File: config.mk
export PLATFORM = sky130hd
export DESIGN_NAME = multi_channel_servo_slew_limiter
export DESIGN_NICKNAME = d
export VERILOG_FILES = /design/src/mcssl_pkg.sv /design/src/mcssl_div.sv /design/src/multi_channel_servo_slew_limiter.sv
export SDC_FILE = /design/constraint.sdc
export NUM_CORES = 2
export LEC_CHECK = 0
export BUFFER_PORTS_ARGS = -buffer_cell sky130_fd_sc_hd__buf_2
export CAP_MARGIN = 10
export CORE_AREA = 8 8 444 359
export CTS_CLUSTER_SIZE = 25
export DETAILED_ROUTE_END_ITERATION = 10
export DIE_AREA = 0 0 452 367
export PLACE_DENSITY = 0.48
export SYNTH_ARGS = -nofsm -noshare
export SYNTH_HDL_FRONTEND = slang
export SYNTH_HIERARCHICAL = 1
export SYNTH_SLANG_ARGS = --single-unit
File: constraint.sdc
create_clock -name clock -period 11.76 [get_ports clock]
set_input_delay 1.764 -clock clock [delete_from_list [all_inputs] [get_ports clock]]
set_output_delay 1.764 -clock clock [all_outputs]
set_load 0.005 [all_outputs]
File: src/mcssl_pkg.sv
// shared types, codes and constants for the servo slew limiter
package mcssl_pkg;

   // field widths
   localparam int POS_W   = 15;
   localparam int TGT_W   = 16;
   localparam int STEP_W  = 15;
   localparam int ACT_W   = 4;
   localparam int PULSE_W = 12;
   localparam int CH_FLD_W = 3;
   localparam int CSR_IDX_W = 2;
   localparam int CSR_DATA_W = 15;

   // full travel in hundredths of a degree
   localparam logic [POS_W-1:0] FULL_SCALE = POS_W'(18000);

   // most results a tick can give
   localparam int RESULT_CAP = 8;

   // width of the product of position and pulse span
   localparam int PROD_W = POS_W + PULSE_W;

   // request codes
   localparam logic [1:0] REQ_SET_TARGET = 2'd0;
   localparam logic [1:0] REQ_ADD_TARGET = 2'd1;
   localparam logic [1:0] REQ_DIRECT_POS = 2'd2;
   localparam logic [1:0] REQ_TICK       = 2'd3;

   // configuration register indexes
   localparam logic [CSR_IDX_W-1:0] CSR_STEP_SIZE       = 2'd0;
   localparam logic [CSR_IDX_W-1:0] CSR_ACTIVE_CHANNELS = 2'd1;
   localparam logic [CSR_IDX_W-1:0] CSR_MIN_PULSE       = 2'd2;
   localparam logic [CSR_IDX_W-1:0] CSR_MAX_PULSE       = 2'd3;

   // configuration reset values
   localparam logic [STEP_W-1:0]  STEP_RESET      = STEP_W'(100);
   localparam logic [ACT_W-1:0]   ACTIVE_RESET    = ACT_W'(8);
   localparam logic [PULSE_W-1:0] MIN_PULSE_RESET = PULSE_W'(544);
   localparam logic [PULSE_W-1:0] MAX_PULSE_RESET = PULSE_W'(2400);

   // target value that means no target
   localparam logic [TGT_W-1:0] NO_TARGET = {TGT_W{1'b1}};

   // control and status between sequencer and divider
   typedef struct packed {
      logic              start;
      logic [PROD_W-1:0] dividend;
   } div_req_type;

   typedef struct packed {
      logic               busy;
      logic [PULSE_W-1:0] quotient;
   } div_rsp_type;

endpackage

File: src/mcssl_div.sv
// reciprocal-multiply divider by the full-scale constant: the scaled dividend is registered, then the quotient
module mcssl_div
   import mcssl_pkg::*;
(
   input  logic        clock,
   input  logic        reset,
   input  div_req_type div_req,
   output div_rsp_type div_rsp
);

   // full scale is 16 times 1125: drop four bits, then scale by 2^34 / 1125 rounded up
   // exact for every dividend below full scale times 4096
   localparam int PRE_SHIFT = 4;
   localparam int SCALED_W  = PROD_W - PRE_SHIFT;
   localparam int RECIP_W   = 24;
   localparam int RECIP_SH  = 34;
   localparam int MUL_W     = SCALED_W + RECIP_W;
   localparam logic [RECIP_W-1:0] RECIP = RECIP_W'(15270995);

   logic [SCALED_W-1:0] scaled_ff, scaled_in;
   logic [PULSE_W-1:0]  q_ff, q_in;
   logic                busy_ff, busy_in;
   logic [MUL_W-1:0]    recip_prod;

   // load the scaled dividend, then one reciprocal multiply
   always_comb begin
      scaled_in  = scaled_ff;
      q_in       = q_ff;
      busy_in    = 1'b0;
      recip_prod = {{RECIP_W{1'b0}}, scaled_ff} * {{SCALED_W{1'b0}}, RECIP};
      if (div_req.start) begin
         scaled_in = div_req.dividend[PROD_W-1:PRE_SHIFT];
         busy_in   = 1'b1;
      end else if (busy_ff) begin
         q_in = recip_prod[RECIP_SH +: PULSE_W];
      end
   end

   // control registers
   always_ff @(posedge clock) begin
      if (reset) begin
         busy_ff <= 1'b0;
      end else begin
         busy_ff <= busy_in;
      end
   end

   // datapath registers
   always_ff @(posedge clock) begin
      scaled_ff <= scaled_in;
      q_ff      <= q_in;
   end

   assign div_rsp.busy     = busy_ff;
   assign div_rsp.quotient = q_ff;

endmodule

File: src/multi_channel_servo_slew_limiter.sv
// servo slew limiter top level: channel state, request sequencer and result register
// set, add and direct requests take effect at their transfer and give no result.
// a tick visits each active channel in turn: move, multiply, divider start,
// reciprocal multiply, quotient handover, emit (the emit waits out result stalls).
// the input is stalled for the whole tick.
// synchronous reset sets positions to zero, targets to none, registers to defaults.
module multi_channel_servo_slew_limiter
   import mcssl_pkg::*;
#(
   parameter int MAX_CHANNELS = 8
)
(
   input  logic                  clock,
   input  logic                  reset,
   input  logic                  req_valid,
   output logic                  req_stall,
   input  logic [1:0]            req_type,
   input  logic [CH_FLD_W-1:0]   req_channel,
   input  logic signed [TGT_W-1:0] req_command_value,
   output logic                  rsp_valid,
   input  logic                  rsp_stall,
   output logic [CH_FLD_W-1:0]   rsp_out_channel,
   output logic [PULSE_W-1:0]    rsp_pulse_us,
   output logic [POS_W-1:0]      rsp_position,
   output logic                  rsp_moving,
   output logic                  rsp_last,
   input  logic                  csr_write_enable,
   input  logic [CSR_IDX_W-1:0]  csr_index,
   input  logic [CSR_DATA_W-1:0] csr_write_data
);

   localparam int NUM_USED = (MAX_CHANNELS < RESULT_CAP) ? MAX_CHANNELS : RESULT_CAP;
   localparam int CH_W     = (NUM_USED > 1) ? $clog2(NUM_USED) : 1;

   // sequencer states
   localparam logic [2:0] S_IDLE  = 3'd0;
   localparam logic [2:0] S_MOVE  = 3'd1;
   localparam logic [2:0] S_MUL   = 3'd2;
   localparam logic [2:0] S_DIVS  = 3'd3;
   localparam logic [2:0] S_DIV   = 3'd4;
   localparam logic [2:0] S_EMIT  = 3'd5;

   logic [2:0]         state_ff, state_in;
   logic [CH_W-1:0]    cnt_ff, cnt_in;
   logic [ACT_W-1:0]   n_ff, n_in;

   logic [STEP_W-1:0]  step_ff;
   logic [ACT_W-1:0]   active_ff;
   logic [PULSE_W-1:0] min_pulse_ff;
   logic [PULSE_W-1:0] max_pulse_ff;

   logic [POS_W-1:0]   pos_mem_ff [NUM_USED];
   logic [TGT_W-1:0]   tgt_mem_ff [NUM_USED];

   logic [POS_W-1:0]   cur_pos_ff, cur_pos_in;
   logic               moving_ff, moving_in;
   logic [PROD_W-1:0]  prod_ff;

   logic               rsp_valid_ff, rsp_valid_in;
   logic [CH_FLD_W-1:0] rsp_ch_ff;
   logic [PULSE_W-1:0] rsp_pulse_ff;
   logic [POS_W-1:0]   rsp_pos_ff;
   logic               rsp_moving_ff;
   logic               rsp_last_ff;
   logic               load_rsp;

   logic               req_xfer;
   logic               rsp_xfer;
   logic [CH_W-1:0]    req_idx;
   logic [CH_W-1:0]    rd_idx;
   logic [POS_W-1:0]   rd_pos;
   logic [TGT_W-1:0]   rd_tgt;
   logic               ch_ok;
   logic               pos_we, tgt_we;
   logic [POS_W-1:0]   pos_wdata;
   logic [TGT_W-1:0]   tgt_wdata;
   logic signed [TGT_W:0] add_sum;
   logic               direct_ok;
   logic               tgt_ok;
   logic signed [TGT_W:0] up_diff, down_diff;
   logic [POS_W:0]     pos_up, pos_down;
   logic [PULSE_W-1:0] span_mag;
   logic               span_neg;
   logic [ACT_W-1:0]   n_sat;
   logic               is_last;
   logic [PULSE_W-1:0] pulse_val;

   div_req_type div_req;
   div_rsp_type div_rsp;

   assign req_stall = (state_ff != S_IDLE);
   assign req_xfer  = req_valid && !req_stall;
   assign rsp_xfer  = rsp_valid_ff && !rsp_stall;

   // channel state read port, shared by requests and the tick walk
   assign req_idx = req_channel[CH_W-1:0];
   assign rd_idx  = (state_ff == S_IDLE) ? req_idx : cnt_ff;
   assign rd_pos  = pos_mem_ff[rd_idx];
   assign rd_tgt  = tgt_mem_ff[rd_idx];
   assign ch_ok   = {1'b0, req_channel} < (CH_FLD_W+1)'(NUM_USED);

   // request arithmetic
   assign add_sum   = $signed({rd_tgt[TGT_W-1], rd_tgt})
                    + $signed({req_command_value[TGT_W-1], req_command_value});
   assign direct_ok = !req_command_value[TGT_W-1]
                    && (req_command_value[TGT_W-2:0] <= FULL_SCALE);

   // slew step toward the target
   assign tgt_ok    = !rd_tgt[TGT_W-1] && (rd_tgt[TGT_W-2:0] <= FULL_SCALE);
   assign up_diff   = $signed({2'b00, rd_tgt[TGT_W-2:0]}) - $signed({2'b00, rd_pos});
   assign down_diff = $signed({2'b00, rd_pos}) - $signed({2'b00, rd_tgt[TGT_W-2:0]});
   assign pos_up    = {1'b0, rd_pos} + {1'b0, step_ff};
   assign pos_down  = {1'b0, rd_pos} - {1'b0, step_ff};

   // pulse span magnitude and direction
   assign span_neg = max_pulse_ff < min_pulse_ff;
   assign span_mag = span_neg ? (min_pulse_ff - max_pulse_ff) : (max_pulse_ff - min_pulse_ff);

   // active count saturated to the channels held
   assign n_sat   = (active_ff > ACT_W'(NUM_USED)) ? ACT_W'(NUM_USED) : active_ff;
   assign is_last = (ACT_W'(cnt_ff) + ACT_W'(1)) == n_ff;

   assign pulse_val = span_neg ? (min_pulse_ff - div_rsp.quotient)
                               : (min_pulse_ff + div_rsp.quotient);

   assign div_req.start    = (state_ff == S_DIVS);
   assign div_req.dividend = prod_ff;

   // sequencer
   always_comb begin
      state_in   = state_ff;
      cnt_in     = cnt_ff;
      n_in       = n_ff;
      cur_pos_in = cur_pos_ff;
      moving_in  = moving_ff;
      pos_we     = 1'b0;
      tgt_we     = 1'b0;
      pos_wdata  = rd_pos;
      tgt_wdata  = rd_tgt;
      load_rsp   = 1'b0;
      case (state_ff)
         S_IDLE: begin
            if (req_xfer) begin
               case (req_type)
                  REQ_SET_TARGET: begin
                     tgt_we    = ch_ok;
                     tgt_wdata = req_command_value;
                  end
                  REQ_ADD_TARGET: begin
                     tgt_we = ch_ok;
                     if (add_sum < 0) begin
                        tgt_wdata = '0;
                     end else if (add_sum > $signed((TGT_W+1)'(FULL_SCALE))) begin
                        tgt_wdata = TGT_W'(FULL_SCALE);
                     end else begin
                        tgt_wdata = add_sum[TGT_W-1:0];
                     end
                  end
                  REQ_DIRECT_POS: begin
                     pos_we    = ch_ok && direct_ok;
                     pos_wdata = req_command_value[POS_W-1:0];
                  end
                  default: begin
                     n_in   = n_sat;
                     cnt_in = '0;
                     if (n_sat != '0) begin
                        state_in = S_MOVE;
                     end
                  end
               endcase
            end
         end
         S_MOVE: begin
            cur_pos_in = rd_pos;
            moving_in  = 1'b0;
            if (tgt_ok) begin
               if (up_diff > $signed({2'b00, step_ff})) begin
                  moving_in = 1'b1;
                  if (pos_up <= (POS_W+1)'(FULL_SCALE)) begin
                     cur_pos_in = pos_up[POS_W-1:0];
                  end
               end else if (down_diff > $signed({2'b00, step_ff})) begin
                  moving_in = 1'b1;
                  if (!pos_down[POS_W]) begin
                     cur_pos_in = pos_down[POS_W-1:0];
                  end
               end
               pos_we    = 1'b1;
               pos_wdata = cur_pos_in;
            end
            state_in = S_MUL;
         end
         S_MUL: begin
            state_in = S_DIVS;
         end
         S_DIVS: begin
            state_in = S_DIV;
         end
         S_DIV: begin
            if (!div_rsp.busy) begin
               state_in = S_EMIT;
            end
         end
         S_EMIT: begin
            if (!rsp_valid_ff || !rsp_stall) begin
               load_rsp = 1'b1;
               if (is_last) begin
                  state_in = S_IDLE;
               end else begin
                  cnt_in   = cnt_ff + CH_W'(1);
                  state_in = S_MOVE;
               end
            end
         end
         default: begin
            state_in = S_IDLE;
         end
      endcase
   end

   // result register handshake
   always_comb begin
      rsp_valid_in = rsp_valid_ff;
      if (load_rsp) begin
         rsp_valid_in = 1'b1;
      end else if (rsp_xfer) begin
         rsp_valid_in = 1'b0;
      end
   end

   // control registers and configuration
   always_ff @(posedge clock) begin
      if (reset) begin
         state_ff     <= S_IDLE;
         cnt_ff       <= '0;
         n_ff         <= '0;
         rsp_valid_ff <= 1'b0;
         step_ff      <= STEP_RESET;
         active_ff    <= ACTIVE_RESET;
         min_pulse_ff <= MIN_PULSE_RESET;
         max_pulse_ff <= MAX_PULSE_RESET;
      end else begin
         state_ff     <= state_in;
         cnt_ff       <= cnt_in;
         n_ff         <= n_in;
         rsp_valid_ff <= rsp_valid_in;
         if (csr_write_enable) begin
            case (csr_index)
               CSR_STEP_SIZE:       step_ff      <= csr_write_data[STEP_W-1:0];
               CSR_ACTIVE_CHANNELS: active_ff    <= csr_write_data[ACT_W-1:0];
               CSR_MIN_PULSE:       min_pulse_ff <= csr_write_data[PULSE_W-1:0];
               CSR_MAX_PULSE:       max_pulse_ff <= csr_write_data[PULSE_W-1:0];
               default: ;
            endcase
         end
      end
   end

   // per-channel position and target, written at one address a cycle
   always_ff @(posedge clock) begin
      if (reset) begin
         for (int i = 0; i < NUM_USED; i++) begin
            pos_mem_ff[i] <= '0;
            tgt_mem_ff[i] <= NO_TARGET;
         end
      end else begin
         if (pos_we) begin
            pos_mem_ff[rd_idx] <= pos_wdata;
         end
         if (tgt_we) begin
            tgt_mem_ff[rd_idx] <= tgt_wdata;
         end
      end
   end

   // working and result payload registers
   always_ff @(posedge clock) begin
      cur_pos_ff <= cur_pos_in;
      moving_ff  <= moving_in;
      if (state_ff == S_MUL) begin
         prod_ff <= {{PULSE_W{1'b0}}, cur_pos_ff} * {{POS_W{1'b0}}, span_mag};
      end
      if (load_rsp) begin
         rsp_ch_ff     <= CH_FLD_W'(cnt_ff);
         rsp_pulse_ff  <= pulse_val;
         rsp_pos_ff    <= cur_pos_ff;
         rsp_moving_ff <= moving_ff;
         rsp_last_ff   <= is_last;
      end
   end

   // shared divider for the pulse mapping
   mcssl_div u_div (
      .clock   (clock),
      .reset   (reset),
      .div_req (div_req),
      .div_rsp (div_rsp)
   );

   assign rsp_valid       = rsp_valid_ff;
   assign rsp_out_channel = rsp_ch_ff;
   assign rsp_pulse_us    = rsp_pulse_ff;
   assign rsp_position    = rsp_pos_ff;
   assign rsp_moving      = rsp_moving_ff;
   assign rsp_last        = rsp_last_ff;

endmodule

==> metrics.cfg <==
[sta]
max_freq_mhz=99.4
setup_tns_ns=0
relSlewSlack_pct=19.5
setup_viol=0
min_period_over_period_pct=85.5
maxSlewViolCount=0
period_minus_slack_ns=10.06
rsz0062_at_grt=no
hold_violations=0
skew_ns=0.0356
tightest_slew_ns=1.21

[clocking]
cts_num_sinks=409
clk_latency_ns=0.63
cts_buffers=46
path_clk_slew_ns=0.06
max-clock-path-buffers=3
hold_buffers=0
cts_root_buffer=clkbuf_16
htree_levels=2
cts.repair.resized=0
postCtsSetupBuffers=0
cts_tree=yes

[worst_setup_path]
critPathArrivalTime_ns=10.52
reg2reg_from=state_ff[2]$_SDFFE_PP0P_
critPathMaxFanout=23
r2r_slack_ns=2.06
worstSetupStartpointType=primary input
critPathKind=primary input to flip-flop
reg2reg_to=pos_mem_ff[7][6]$_SDFFCE_PN0P_
reg2regPathDepth=29
required_ns=12.22
endpoint_kind=flip-flop

[power_and_ir_drop]
p_leak_uw=0.0175
power_uw=8080
power.density_nw_per_um2=192
irDropWorstVdd_v=0.000248

[floorplanning]
fp.dieW_um=452
die_area_um2=166000
rows=128
start_util_pct=24.8
core_area_um2=152000
fp.dieH_um=367
boundaryPins=77

[final_layout]
diodes=0
multiInputGateArea_um2=23300
drive_above_1_share_pct=7.97
synthToLayoutAreaGrowth_pct=11.9
final_util_pct=27.7
fin_area_um2=42100
nNetsFinal=4679
n_fill_cell=16100
regArea_um2=11700

[synth]
netlist_area_um2=37600
synth_nets=4613
synthCells=3821
ys_warn_count=6
syn_avg_cell_area_um2=9.85

[grt]
overflow=0
grt_pass1_vias=29100
grt_max_degree=46
antenna_found_initial=10
grt_use_total_pct=14.6
grt_first_pass_wirelength_um=187000

[run]
drv_cap=0

[detailed_routing]
wl_per_cell_um=21.0
dr.pass1.iters=7
drt_iter0_drc=2455
routed_wl_um=125000
vias_per_cell=4.82
drcViolationCount=0
final_antenna_net_count=0
vias=28600

[status]
status=completed

[worst_hold_path]
min_path_cells=0
min_to=u_div/scaled_ff[5]$_DFFE_PP_
hold_class=flip-flop to flip-flop
hold_start=prod_ff[9]$_DFFE_PP_

[placed_design]
dpl_cell_area_um2=40600
hpwl_um=97000
port_buffers=76
place.gp.congestion=0.903

worst max-delay path, stage by stage:
cell	delay (ns)
buf_2	0.37
or4b_2	0.74
nand2_1	0.80
nand2_1	0.13
nand3_1	0.12
o2111ai_1	0.37
inv_1	0.41
ha_1	0.38
o21a_1	0.21
o31a_1	0.14
o41ai_1	0.50
inv_1	0.12
a211o_1	0.37
xor2_1	0.16
ha_1	0.29
nand4_1	0.10
or2_2	0.34
a21oi_1	0.13
nor4_1	0.07
nor4_1	0.88
o211ai_1	0.61
o31ai_1	0.42
o22ai_1	0.16
or3_1	0.42
o221a_2	0.37
nor2_1	0.11
sequential cells by signal, indices dropped and copies added (netlist names):
name,cells
active_ff,4
cnt_ff,3
cur_pos_ff,15
max_pulse_ff,12
min_pulse_ff,12
moving_ff,1
n_ff,4
pos_mem_ff,120
prod_ff,23
rsp_last,1
rsp_moving,1
rsp_out_channel,3
rsp_position,15
rsp_pulse_us,12
rsp_valid,1
state_ff,3
step_ff,15
tgt_mem_ff,128
u_div/busy_ff,1
u_div/q_ff,12
u_div/scaled_ff,23
cells in the final DEF, fill, tap and decap left out, types with 25 or more instances in the layout:
| master | count |
|---|---|
| inv_1 | 556 |
| a22oi_1 | 51 |
| and2_1 | 75 |
| o21a_1 | 30 |
| mux2i_1 | 32 |
| a211oi_1 | 26 |
| nor3_1 | 35 |
| o21ai_0 | 100 |
| a21o_1 | 57 |
| clkbuf_16 | 48 |
| nor2_1 | 228 |
| nand2_1 | 424 |
| nand2b_1 | 40 |
| nand3_1 | 64 |
| dfxtp_1 | 55 |
| edfxtp_1 | 354 |
| o211ai_1 | 25 |
| ha_1 | 472 |
| buf_4 | 73 |
| xor2_1 | 33 |
| nor2b_1 | 61 |
| fa_1 | 277 |
| buf_2 | 76 |
| a21oi_1 | 198 |
| xnor2_1 | 89 |
cell type report:
| type | count | area share (%) |
|---|---|---|
| clock inverter | 20 | 0.452 |
| timing repair buffer | 149 | 2.21 |
| inverter | 558 | 4.98 |
| multi-input combinational | 2723 | 55.4 |
| clock buffer | 66 | 3.11 |
| tap | 2015 | 5.99 |
| sequential | 409 | 27.9 |
metal layers:
layer  global-route usage [%]  vias to the layer above  wire length, um
met5                        0                        -                0
met4                     3.28                        0             2910
met3                     2.21                      160             7060
met2                     23.9                      835            56200
met1                     20.4                    14300            58400
li1                         -                    13300                -
how the worst max path moves through the flow:
| stage | start | endpoint | slack [ns] |
|---|---|---|---|
| after floorplan | req_channel[2] | pos_mem_ff[0][9]$_SDFFCE_PN0P_ | 3.24 |
| after CTS | req_channel[2] | pos_mem_ff[5][12]$_SDFFCE_PN0P_ | 1.91 |
| after detailed placement | req_channel[2] | pos_mem_ff[7][12]$_SDFFCE_PN0P_ | 1.27 |
| after global placement | req_channel[2] | pos_mem_ff[7][1]$_SDFFCE_PN0P_ | 1.43 |
| final | req_channel[2] | pos_mem_ff[7][6]$_SDFFCE_PN0P_ | 1.70 |
| after global routing | req_channel[2] | pos_mem_ff[4][11]$_SDFFCE_PN0P_ | 1.20 |
where the power goes:
| group | leakage [uW] | internal, uW | switching [uW] |
|---|---|---|---|
| clock | 0.000722 | 810 | 653 |
| sequential | 0.00353 | 1820 | 48.1 |
| combinational | 0.0133 | 1960 | 2790 |
| total | 0.0175 | 4590 | 3490 |
through the flow:
stage / setup WS, ns / hold WS (ns) / std cells
2_1_floorplan: 3.24 / 0.400 / 3821
5_1_grt: 1.20 / 0.424 / 5940
4_1_cts: 1.91 / 0.419 / 5940
3_5_place_dp: 1.27 / 0.405 / 5854
3_3_place_gp: 1.43 / 0.405 / 5854
6_report: 1.70 / 0.417 / 5940
(Power assumes the default switching activity.)
